### src/crc16fc_pkg.sv
// ============================================================================
// crc16fc_pkg
// Shared types, constants and the CRC-16 byte step for the frame checker.
// ============================================================================
package crc16fc_pkg;

    localparam int DATA_W       = 8;
    localparam int CRC_W        = 16;
    localparam int BURST_LEN_W  = 7;
    localparam int OUT_TDATA_W  = 48;
    localparam int CFG_ADDR_W   = 3;
    localparam int CFG_DATA_W   = 32;

    localparam int FRAME_BYTES_DEF  = 39;
    localparam int BUFFER_BYTES_DEF = 64;

    localparam logic [CRC_W-1:0]  CRC_POLY       = 16'h8408;
    localparam logic [CRC_W-1:0]  CRC_SEED_RESET = 16'hFFFF;
    localparam logic [DATA_W-1:0] HEADER_FIRST   = 8'h53;   // 'S'
    localparam logic [DATA_W-1:0] HEADER_SECOND  = 8'h50;   // 'P'

    // register index (paddr[2])
    localparam logic [0:0] REG_CRC_SEED = 1'b0;

    typedef enum logic [1:0] {
        VERDICT_ACCEPTED  = 2'd0,
        VERDICT_BAD_LEN   = 2'd1,
        VERDICT_BAD_HDR   = 2'd2,
        VERDICT_BAD_CRC   = 2'd3
    } verdict_t;

    typedef struct packed {
        logic [BURST_LEN_W-1:0] burst_length;
        logic [CRC_W-1:0]       received_crc;
        logic [CRC_W-1:0]       computed_crc;
        verdict_t               verdict;
    } result_t;

    // reflected CRC-16 step, one byte
    function automatic logic [CRC_W-1:0] crc16_byte(input logic [CRC_W-1:0]  crc,
                                                    input logic [DATA_W-1:0] b);
        logic [CRC_W-1:0] x;
        x = {8'h00, crc[7:0] ^ b};
        for (int i = 0; i < 8; i++)
        begin
            x = x[0] ? ((x >> 1) ^ CRC_POLY) : (x >> 1);
        end
        return {8'h00, crc[15:8]} ^ x;
    endfunction

endpackage

### src/crc16fc_track.sv
// ============================================================================
// crc16fc_track
// Per-burst state: CRC, byte count, header flag and trailer capture, with the
// verdict formed from the next-state values of the current byte.
// ============================================================================
module crc16fc_track #(
    parameter int FRAME_BYTES  = crc16fc_pkg::FRAME_BYTES_DEF,
    parameter int BUFFER_BYTES = crc16fc_pkg::BUFFER_BYTES_DEF
) (
    input  logic                                 clk,
    input  logic                                 rst_n,
    input  logic [crc16fc_pkg::CRC_W-1:0]        seed,
    input  logic                                 advance,
    input  logic [crc16fc_pkg::DATA_W-1:0]       data_byte,
    input  logic                                 last_byte,
    output crc16fc_pkg::result_t                 result
);
    import crc16fc_pkg::*;

    localparam int CW    = $clog2(BUFFER_BYTES + 1);
    localparam int CMP_W = (CW > 7) ? CW : 7;

    localparam logic [CMP_W-1:0] CRC_END   = CMP_W'(FRAME_BYTES - 2);
    localparam logic [CMP_W-1:0] TRL_LOW   = CMP_W'(FRAME_BYTES - 2);
    localparam logic [CMP_W-1:0] TRL_HIGH  = CMP_W'(FRAME_BYTES - 1);
    localparam logic [CMP_W-1:0] FRAME_LEN = CMP_W'(FRAME_BYTES);
    localparam logic [CW-1:0]    BUF_LEN   = CW'(BUFFER_BYTES);

    logic [CRC_W-1:0] crc_reg, crc_next;
    logic [CW-1:0]    count_reg, count_next;
    logic             header_good_reg, header_good_next;
    logic [CRC_W-1:0] trailer_reg, trailer_next;

    logic             active;
    logic [CMP_W-1:0] idx;
    logic [CRC_W-1:0] crc_base;

    always_comb
    begin
        active           = (count_reg < BUF_LEN);
        idx              = CMP_W'(count_reg);
        crc_base         = (count_reg == '0) ? seed : crc_reg;
        crc_next         = crc_reg;
        count_next       = count_reg;
        header_good_next = header_good_reg;
        trailer_next     = trailer_reg;
        if (active)
        begin
            if (idx < CRC_END)
                crc_next = crc16_byte(crc_base, data_byte);
            else
                crc_next = crc_base;
            if (idx == TRL_LOW)
                trailer_next[7:0] = data_byte;
            if (idx == TRL_HIGH)
                trailer_next[15:8] = data_byte;
            if ((idx == '0) && (data_byte != HEADER_FIRST))
                header_good_next = 1'b0;
            if ((idx == CMP_W'(1)) && (data_byte != HEADER_SECOND))
                header_good_next = 1'b0;
            count_next = count_reg + CW'(1);
        end
    end

    always_comb
    begin
        priority if (CMP_W'(count_next) != FRAME_LEN)
            result.verdict = VERDICT_BAD_LEN;
        else if (!header_good_next)
            result.verdict = VERDICT_BAD_HDR;
        else if (crc_next != trailer_next)
            result.verdict = VERDICT_BAD_CRC;
        else
            result.verdict = VERDICT_ACCEPTED;
        result.computed_crc = crc_next;
        result.received_crc = trailer_next;
        result.burst_length = BURST_LEN_W'(count_next);
    end

    always_ff @(posedge clk or negedge rst_n)
    begin
        if (!rst_n)
        begin
            crc_reg         <= CRC_SEED_RESET;
            count_reg       <= '0;
            header_good_reg <= 1'b1;
            trailer_reg     <= '0;
        end
        else if (advance)
        begin
            if (last_byte)
            begin
                crc_reg         <= seed;
                count_reg       <= '0;
                header_good_reg <= 1'b1;
                trailer_reg     <= '0;
            end
            else
            begin
                crc_reg         <= crc_next;
                count_reg       <= count_next;
                header_good_reg <= header_good_next;
                trailer_reg     <= trailer_next;
            end
        end
    end

endmodule

### src/crc16_frame_checker_unit.sv
// ============================================================================
// crc16_frame_checker_unit
// CRC-16 frame checker: one verdict per burst, on the byte marked tlast.
//
//  channel  dir  width  contents
//  s_*      in   8+1    tdata: data_byte[7:0]; tlast: last_byte
//  m_*      out  48     tdata: verdict[1:0], computed_crc[17:2],
//                       received_crc[33:18], burst_length[40:34], zero pad
//  apb      in   3/32   crc_seed at address 0
//
//  One byte per cycle while s_tready is high; burst state updates on each take.
//  The verdict appears on m_* the cycle after the last byte is taken.
//  s_tready drops only while a verdict waits and m_tready is low.
//  Reset clears burst state and sets crc_seed to 0xFFFF.
// ============================================================================
module crc16_frame_checker_unit #(
    parameter int FRAME_BYTES  = crc16fc_pkg::FRAME_BYTES_DEF,
    parameter int BUFFER_BYTES = crc16fc_pkg::BUFFER_BYTES_DEF
) (
    input  logic                                  clk,
    input  logic                                  rst_n,
    input  logic                                  s_tvalid,
    output logic                                  s_tready,
    input  logic [crc16fc_pkg::DATA_W-1:0]        s_tdata,   // data_byte
    input  logic                                  s_tlast,   // last_byte
    output logic                                  m_tvalid,
    input  logic                                  m_tready,
    output logic [crc16fc_pkg::OUT_TDATA_W-1:0]   m_tdata,   // verdict, computed_crc,
                                                             // received_crc, burst_length
    input  logic                                  psel,
    input  logic                                  penable,
    input  logic                                  pwrite,
    input  logic [crc16fc_pkg::CFG_ADDR_W-1:0]    paddr,
    input  logic [crc16fc_pkg::CFG_DATA_W-1:0]    pwdata,
    output logic [crc16fc_pkg::CFG_DATA_W-1:0]    prdata,
    output logic                                  pready
);
    import crc16fc_pkg::*;

    logic [CRC_W-1:0] seed_reg;
    logic             out_valid_reg;
    result_t          out_data_reg;
    result_t          track_result;
    logic             take;

    assign pready = 1'b1;
    assign prdata = (paddr[2] == REG_CRC_SEED) ? CFG_DATA_W'(seed_reg) : '0;

    always_ff @(posedge clk or negedge rst_n)
    begin
        if (!rst_n)
            seed_reg <= CRC_SEED_RESET;
        else if (psel && penable && pwrite && pready && (paddr[2] == REG_CRC_SEED))
            seed_reg <= pwdata[CRC_W-1:0];
    end

    assign s_tready = !out_valid_reg || m_tready;
    assign take     = s_tvalid && s_tready;

    crc16fc_track #(
        .FRAME_BYTES  (FRAME_BYTES),
        .BUFFER_BYTES (BUFFER_BYTES)
    ) u_track (
        .clk       (clk),
        .rst_n     (rst_n),
        .seed      (seed_reg),
        .advance   (take),
        .data_byte (s_tdata),
        .last_byte (s_tlast),
        .result    (track_result)
    );

    always_ff @(posedge clk or negedge rst_n)
    begin
        if (!rst_n)
            out_valid_reg <= 1'b0;
        else if (take && s_tlast)
            out_valid_reg <= 1'b1;
        else if (m_tready)
            out_valid_reg <= 1'b0;
    end

    always_ff @(posedge clk)
    begin
        if (take && s_tlast)
            out_data_reg <= track_result;
    end

    assign m_tvalid = out_valid_reg;
    assign m_tdata  = OUT_TDATA_W'(out_data_reg);

    // a held verdict blocks the input side
    assert property (@(posedge clk) disable iff (!rst_n)
        (out_valid_reg && !m_tready) |-> !s_tready)
        else $error("input taken while verdict stalled");

    assert property (@(posedge clk) disable iff (!rst_n)
        (m_tvalid && (out_data_reg.verdict == VERDICT_ACCEPTED)) |->
            (out_data_reg.computed_crc == out_data_reg.received_crc))
        else $error("accepted frame with CRC mismatch");

    assert property (@(posedge clk) disable iff (!rst_n)
        (m_tvalid && (out_data_reg.verdict != VERDICT_BAD_LEN)) |->
            (out_data_reg.burst_length == BURST_LEN_W'(FRAME_BYTES)))
        else $error("length passed with wrong burst length");

    assert property (@(posedge clk) disable iff (!rst_n)
        (take && s_tlast) |=> m_tvalid)
        else $error("last byte gave no verdict");

endmodule
### config.mk
export PLATFORM = sky130hd
export DESIGN_NAME = crc16_frame_checker_unit
export DESIGN_NICKNAME = d
export VERILOG_FILES = /design/src/crc16fc_pkg.sv /design/src/crc16fc_track.sv /design/src/crc16_frame_checker_unit.sv
export SDC_FILE = /design/constraint.sdc
export NUM_CORES = 1
export LEC_CHECK = 0
export BUFFER_PORTS_ARGS = -buffer_cell sky130_fd_sc_hd__buf_2
export CORE_MARGIN = 10
export CORE_UTILIZATION = 30
export CTS_BUF_LIST = sky130_fd_sc_hd__clkbuf_16
export CTS_CLUSTER_SIZE = 20
export DETAILED_ROUTE_END_ITERATION = 10
export GPL_TIMING_DRIVEN = 0
export PLACE_DENSITY = 0.48
export SLEW_MARGIN = 20
export SYNTH_ARGS = -nofsm -noshare
export SYNTH_HDL_FRONTEND = slang
export SYNTH_SLANG_ARGS = --single-unit
### constraint.sdc
create_clock -name clk -period 4.1 [get_ports clk]
set_input_delay 0.82 -clock clk [delete_from_list [all_inputs] [get_ports clk]]
set_output_delay 0.82 -clock clk [all_outputs]
set_load 0.01 [all_outputs]
==> impl_summary.md, run 1 <==
Pwr
Power spread over the standard cell area amounts to 560 nW/um^2. In this run the static leakage power is a little over 0.003 uW. IR analysis of the VDD net gives a maximum drop of 234 uV.

Global route
The maximum number of pins on one net before global-route repair is 58. The sum of overflow across all layers after global routing is 0. The via count of the first global-routing pass is 4,970. The number of antenna violations at the first check in global routing is 0. Across every metal layer, demand over resource in global routing totals roughly 15%. The global-route wire length before repair is between 30,000 and 40,000 um.

Timing
Setup repair after global routing left no endpoint under its margin. The worst hold slack across all endpoints is slightly below 0.5 ns. The clock period minus final worst setup slack is 3.93 ns. At the pin with the least slew margin, the transition time is approximately 0.86 ns.

Between clock sinks in the finished design, the worst skew comes to 0.00526 ns. The number of endpoints failing setup at the final stage is 0. The worst-case headroom to the max-slew limit is 42.4%.

In the post-route analysis, the smallest setup slack over all paths is 0.168 ns. The maximum operating frequency is 0.254 GHz. The hold violation count in the final report was 0. The total negative slack is 0 ns.

The number of max-slew violations in the final report is 0. After layout, the worst path uses 95.9% of the clock period.

Clock network
The clock tree from TritonCTS is done. The longest clock path from root to sink contains 2 buffers. The count of clock tree sinks is 98. Clock latency on the worst-skew pair, taken at its later pin, is 0.35 ns. Clock-pin slew was measured on the worst setup and hold paths at 0.07 ns. The clock tree synthesis step divided the H-tree into 3 levels.

The number of CTS-inserted buffers is 9. Hold repair after CTS inserted 0 buffers. The number of cells upsized or downsized after cts is 0. In this run the clock root is driven by a clkbuf_16. The buffers inserted during post-CTS setup optimization is 0.

Yosys
The main flop type after synthesis is edfxtp_1. The fraction of synthesis flops using an asynchronous set or reset pin is 58.2%. The synthesized design contains 98 register bits.

The area of the mapped netlist is between 5000 and 6000 um^2. Yosys printed 0 warnings. The average footprint of a synthesized cell is ~10 um^2. The distinct cell type count of the synthesized netlist is 67.

The number of enable flip-flop cells after synthesis is 41. The sequential element share of the synthesized area is 45.5%. The gate count after technology mapping is 580.

Place
In this run the tool buffered the top-level ports with 87 buffer cells. The detailed-placement wirelength estimate is 15,400 um. The congestion estimate from routability-driven global placement came to around 0.9. Before CTS, the worst setup slack after placement is 0.136 ns.

In this run the cell area measured after placement is 6800 um^2.

Floorplan
The floorplan step defined a die boundary enclosing 25,800 um^2. 134 I/O pins were placed. The y dimension of the die is between 150 and 200 um. The initial core utilization is 30.4%. The number of cell rows is 51.

The placeable core region is between 15,000 and 20,000 um^2. The floorplan step set the die width to ~160 um.

Critical path
The worst setup path is captured at a flop. The path type of the worst setup path is reg2reg. The largest fanout of any net on the critical path is 10. STA puts the critical path data required time at 4.19 ns. The worst setup path is launched from a flop. Data arrives at the worst endpoint at 4.02 ns.

Final layout
Relative to the synthesized area, the layout overhead comes to 19.4%. The total inserted antenna cells is 0. Summing all non-filler instances in the final layout gives an area of 7080 um^2.

The register with the most flip-flops in the layout has 41 of them. The core occupancy in the finished layout is between 30% and 40%. The number of fill cells is 2,008. The layout net count is 756. Of the cells placed in the final design, the portion with a size suffix greater than 1 is between 20% and 30%.

Detailed routing
The detailed router placed 4,791 vias in this run. Wires add up to 19,600 um. The first-iteration detailed-routing DRC count is 230. The post-route antenna net violation count is 0. The number of iterations in the first detailed-routing pass is 5. The post-detailed-route via-to-cell ratio is 4.93.

In the routed design, unresolved DRC markers number 0. The average detailed-routed wire length per instance is between 20 and 25 um.

Outcome
The flow ran to the end, and the final reports show no timing, DRC or antenna violations.

Flow run
The tool flagged a number of max-cap violations equal to 0.

Worst hold path
The worst hold-check path type is reg2reg.
-- area by class of cell --
type	count	area, um^2	area share, %
inverter	25	93.8	1.33
tap	265	332	4.69
sequential	98	2700	38.1
multi-input combinational	420	2900	40.9
timing repair buffer	88	458	6.47
clock inverter	7	31.3	0.442
buffer	59	342	4.83
clock buffer	9	225	3.18
-- metal layers --
metal	routed length, um	part of all wire [%]	up-vias	GRT usage [%]
met5	0	0	-	0
met4	178	0.91	0	3.34
met3	1080	5.5	11	3.68
met2	8840	45	153	23.7
met1	9520	49	2361	20.6
li1	-	-	2266	-
-- metrics by stage --
| stage | total power, uW | instances |
|---|---|---|
| 2_1_floorplan | 2620 | 602 |
| 3_3_place_gp | 3200 | 954 |
| 3_5_place_dp | 3210 | 955 |
| 4_1_cts | 3990 | 971 |
| 5_1_grt | 4210 | 971 |
| 6_report | 3970 | 971 |
-- Yosys cell counts, types with 7 or more instances --
cell	n	area share, %
nand2_1	57	3.6
o21ai_0	50	4.2
edfxtp_1	41	21
nor2b_1	35	3.7
dfstp_2	33	15
clkbuf_1	26	1.6
inv_1	25	1.6
buf_4	24	3.0
dfrtp_1	24	10
a21oi_1	23	1.9
mux2i_1	22	3.7
xnor2_1	22	3.3
mux2_2	20	3.8
nand3_1	17	1.4
nand4b_1	16	2.4
xor2_1	14	2.1
nor2_1	12	0.76
o22ai_1	10	1.1
a22o_1	7	1.0
o211ai_1	7	0.89
-- placed cells by master, fill, tap and decap left out, types with 6 or more instances in the layout --
master	count
a21oi_1	22
a22o_1	7
and2_1	6
buf_2	91
buf_4	25
clkbuf_1	25
clkbuf_16	9
conb_1	24
dfrtp_1	24
dfstp_2	33
edfxtp_1	41
inv_1	27
mux2_2	20
mux2i_1	19
nand2_1	57
nand2b_1	6
nand3_1	17
nand4b_1	16
nor2_1	12
nor2b_1	35
o211ai_1	7
o21ai_0	50
o22ai_1	10
xnor2_1	22
xor2_1	14
-- power by group --
part           internal, uW  total, uW  switching, uW
logic                   694       1690            998
registers              1320       1500            181
clock network           400        770            370
-- cell families (layout without fill, tap and decap cells) --
| kind of cell | count (synthesis) | in the layout | synth area share, % |
|---|---|---|---|
| flip-flops | 98 | 98 | 45.5 |
| adder cells (fa/ha/maj) | 4 | 4 | 0.845 |
| multiplexers | 43 | 43 | 7.71 |
| XOR/XNOR | 42 | 42 | 7.56 |
| buffers and inverters | 84 | 188 | 7.33 |
| AO/OA/AOI/OAI | 122 | 122 | 12.8 |
| other | 2 | 24 | 0.127 |
| AND/OR/NAND/NOR | 185 | 185 | 18.1 |
-- worst max-delay path, cell delays in order (launching register included) --
cell	delay [ns]
dfrtp_1	0.43
inv_1	0.15
ha_1	0.19
or3b_1	0.46
buf_2	0.25
o22ai_1	0.17
nand3_1	0.14
xor2_1	0.48
xnor2_1	0.30
o32a_1	0.26
o221ai_1	0.15
nor4_2	0.55
a21boi_1	0.13
-- worst paths after layout --
| path | end | start | depth (start not counted) | slack, ns |
|---|---|---|---|---|
| worst max register to register | m_tdata[1] | u_track.count_reg[0] | 12 | 0.17 |
| worst max-delay path | m_tdata[1] | u_track.count_reg[0] | 12 | 0.17 |
| worst min-delay path | u_track.trailer_reg[11] | u_track.trailer_reg[11] | 2 | 0.48 |
| max in group asynchronous | u_track.count_reg[3] | rst_n | 1 | 2.99 |
| worst min register to register | u_track.trailer_reg[11] | u_track.trailer_reg[11] | 2 | 0.48 |
| min in group asynchronous | m_tvalid | rst_n | 1 | 0.51 |
(Power assumes the default switching activity.)
==> run 2, diff against run 1 <==
Settings changed: CORE_MARGIN 10 to 1, SETUP_SLACK_MARGIN set to 0.02.
==> run 2 against run 1 <==
Register-to-register slack improved by 0.10 ns. Fmax increased by 2.6%. Largest cell class unchanged. First-iteration DRC count is 66% higher. Wire length is 4.6% lower. Critical path type unchanged. Critical endpoint unchanged. Largest power group unchanged. Sequential share of layout area fell by 0.35 points. Cell count unchanged. Total power grew 5.2%.
==> impl_summary.md, run 2 (synthesis gave the netlist of run 1 again) <==
Final layout
The total inserted antenna cells is 0 (unchanged). The core occupancy in the finished layout is 36.8% (+0.45 points). The most common cell after layout, fill and taps aside is buf_2. The number of flip-flops in the largest register was 41 (unchanged). The area of the multi-input gates is 2880 um^2 (-0.60%).

The number of fill cells is 2,036 (+1.4%). The share of final-layout standard cells stronger than drive strength 1 is 29.0% (-0.14 points). The layout net count is 756 (unchanged).

The area growth from synthesis to layout is 20.5%. In the layout the commonest cells are buf_2, nand2_1, o21ai_0. The area of all sequential standard cells is 2700 um^2 (unchanged).

Flow run
The count of max-cap constraint violations was 0 (unchanged).

Timing
The hold violation count in the final report is 0 (unchanged). The worst hold slack across all endpoints is 0.481 ns (-0.00142 ns). The ratio of final minimum period to clock period is 93.4% (-2.5 points). The maximum operating frequency is 0.261 GHz (+2.6%).

The clock period minus final worst setup slack is 3.83 ns (-0.101 ns). The post-route clock skew was 0.00855 ns (+0.00329 ns). The pin slew with the least headroom to its limit was 0.851 ns (-0.0124 ns). The number of endpoints failing setup at the final stage is 0 (unchanged).

The total negative slack is 0 ns (unchanged). The number of max-slew violations in the final report is 0 (unchanged). The worst-case headroom to the max-slew limit is 43.2% (+0.82 points).

Setup repair after global routing left no endpoint under its margin.

Clock network
The number of hold buffers added after cts is 0 (unchanged). The number of CTS-inserted buffers is 9 (unchanged). The cell at the root of the clock tree is clkbuf_16.

The number of levels in the clock H-tree is 3 (unchanged). The clock tree buffer depth came to 2 (unchanged). The clock latency on the worst-skew pair is 0.37 ns (+0.02 ns). The count of clock tree sinks was 98 (unchanged). The clock-pin slew reported for the worst setup and hold paths after clock tree synthesis is 0.07 ns (about the same). The clock tree from TritonCTS is done.

Floorplan
The number of primary I/O pins was 134 (unchanged). The placeable core region is 19,400 um^2 (-0.33%). The number of cell rows was 51 (unchanged).

The overall die area is 20,300 um^2 (-21%). The y dimension of the die is 143 um (-11%). The initial core utilization came to 30.5% (+0.10 points). The die extent in x is 143 um (-11%).

Critical path
The endpoint kind of the worst setup timing path is a flop. The worst endpoint data arrival time is 3.94 ns (-0.08 ns). The largest fanout of any net on the critical path is 6 (-4). The kind of start point of the critical path is a flop.

The path type of the worst setup path is reg2reg. The required time of the critical path is 4.21 ns (+0.02 ns).

Pwr
The total design power was 4170 uW (+5.2%). The power share of the sequential group is 36.0% (-1.9 points). The power density over the cells was 584 nW/um^2 (+4.2%).

The share of power burned in combinational logic came to 40.2% (-2.5 points). The switching part of the total power is 37.5% (-1.5 points). The worst IR drop on VDD is 202 uV (-14%). The design internal power came to 2610 uW (+7.9%).

The reported net switching power is 1560 uW (+1.0%). The static leakage is 0.00307 uW (+0.70%). The clock network power share came to 23.7% (+4.3 points).

Place
The detailed-placement wirelength estimate is 14,400 um (-6.5%). The placer congestion estimate is 0.915 (+2.0%). The count of port buffers added during placement is 87 (unchanged).

Worst hold path
The worst hold-check path type is reg2reg.

Global route
The global-route wire length before repair is 28,900 um (-3.9%). The total routing usage reported by global routing is 19.5% (+4.4 points). The via count of the first global-routing pass is 4,793 (-3.6%). The number of antenna violations at the first check in global routing was 0 (unchanged).

The maximum number of pins on one net before global-route repair is 58 (unchanged). The sum of overflow across all layers after global routing is 0 (unchanged).

Detailed routing
The post-detailed-route via-to-cell ratio was 4.93 (about the same). The routed via count was 4,790 (-0.021%). The post-route antenna net violation count is 0 (unchanged). The first-iteration detailed-routing DRC count is 382 (+66%). The remaining routing DRC violations is 0 (unchanged). The number of iterations in the first detailed-routing pass came to 5 (unchanged).

The average detailed-routed wire length per instance is 19.3 um (-4.6%). The wire length reported by the detailed router is 18,700 um (-4.6%).

Outcome
The run finished with clean final reports.
-- run 2: cell types whose count changed in the layout (fill, tap and decap cells not counted), moves of 2 or more --
| cell | change |
|---|---|
| mux2i_2 | -2 |
| inv_1 | -3 |
| bufinv_16 | +3 |
| mux2i_1 | +2 |
-- run 2: area by class of cell --
class,count,area share (%)
well taps,265,4.64
multi-input cells,420,40.3
flip-flops and latches,98,37.8
repair buffers,88,6.41
plain buffers,59,4.77
inverters,25,1.31
clock buffers,9,3.15
clock inverters,7,1.61
-- run 2: worst max-delay path: stages, from the launching register on --
cell,delay (ns)
dfrtp_1,0.43
inv_1,0.11
ha_1,0.17
or4b_1,0.53
nor2_4,0.29
mux2i_2,0.47
inv_1,0.23
nand2_1,0.12
o221ai_1,0.13
o21ai_0,0.34
nand4_1,0.18
nor4_2,0.45
a21boi_1,0.12
-- run 2: power groups by stage --
stage          logic (uW)  clock network (uW)  registers (uW)
3_5_place_dp         1680                   0            1520
3_3_place_gp         1670                   0            1510
6_report             1680                 989            1500
5_1_grt              1830                1050            1530
2_1_floorplan        1160                   0            1470
4_1_cts              1680                1000            1500
-- run 2: per-layer routing --
metal / routed length (um) / share of wire (%) / global-route usage, %
met3: 1230 / 6.6 / 3.40
met5: 0 / 0 / 0
met4: 435 / 2.3 / 7.36
met2: 8310 / 44 / 31.0
met1: 8760 / 47 / 26.5
-- run 2: timing repair --
item,4_1_cts,5_1_grt
endpoints found under the hold margin,0,0
setup endpoints to repair,0,2
buffers inserted,0,0
resized for setup,0,1
-- run 2: through the flow --
stage          setup WS [ns]  cells  instance area, um^2
2_1_floorplan           1.11    602                 6010
3_3_place_gp          0.0887    954                 6780
3_5_place_dp           0.149    955                 6800
4_1_cts                0.145    971                 7140
5_1_grt               0.0586    971                 7140
6_report               0.269    971                 7140
-- run 2: worst paths after layout --
check | end | slack (ns) | startpoint | cells after the start
worst min register to register | u_track.trailer_reg[9] | 0.48 | u_track.trailer_reg[9] | 2
max in group asynchronous | u_track.trailer_reg[4] | 3.07 | rst_n | 1
worst max register to register | m_tdata[1] | 0.27 | u_track.count_reg[1] | 12
min in group asynchronous | m_tvalid | 0.53 | rst_n | 1
worst max-delay path | m_tdata[1] | 0.27 | u_track.count_reg[1] | 12
worst min-delay path | u_track.trailer_reg[9] | 0.48 | u_track.trailer_reg[9] | 2
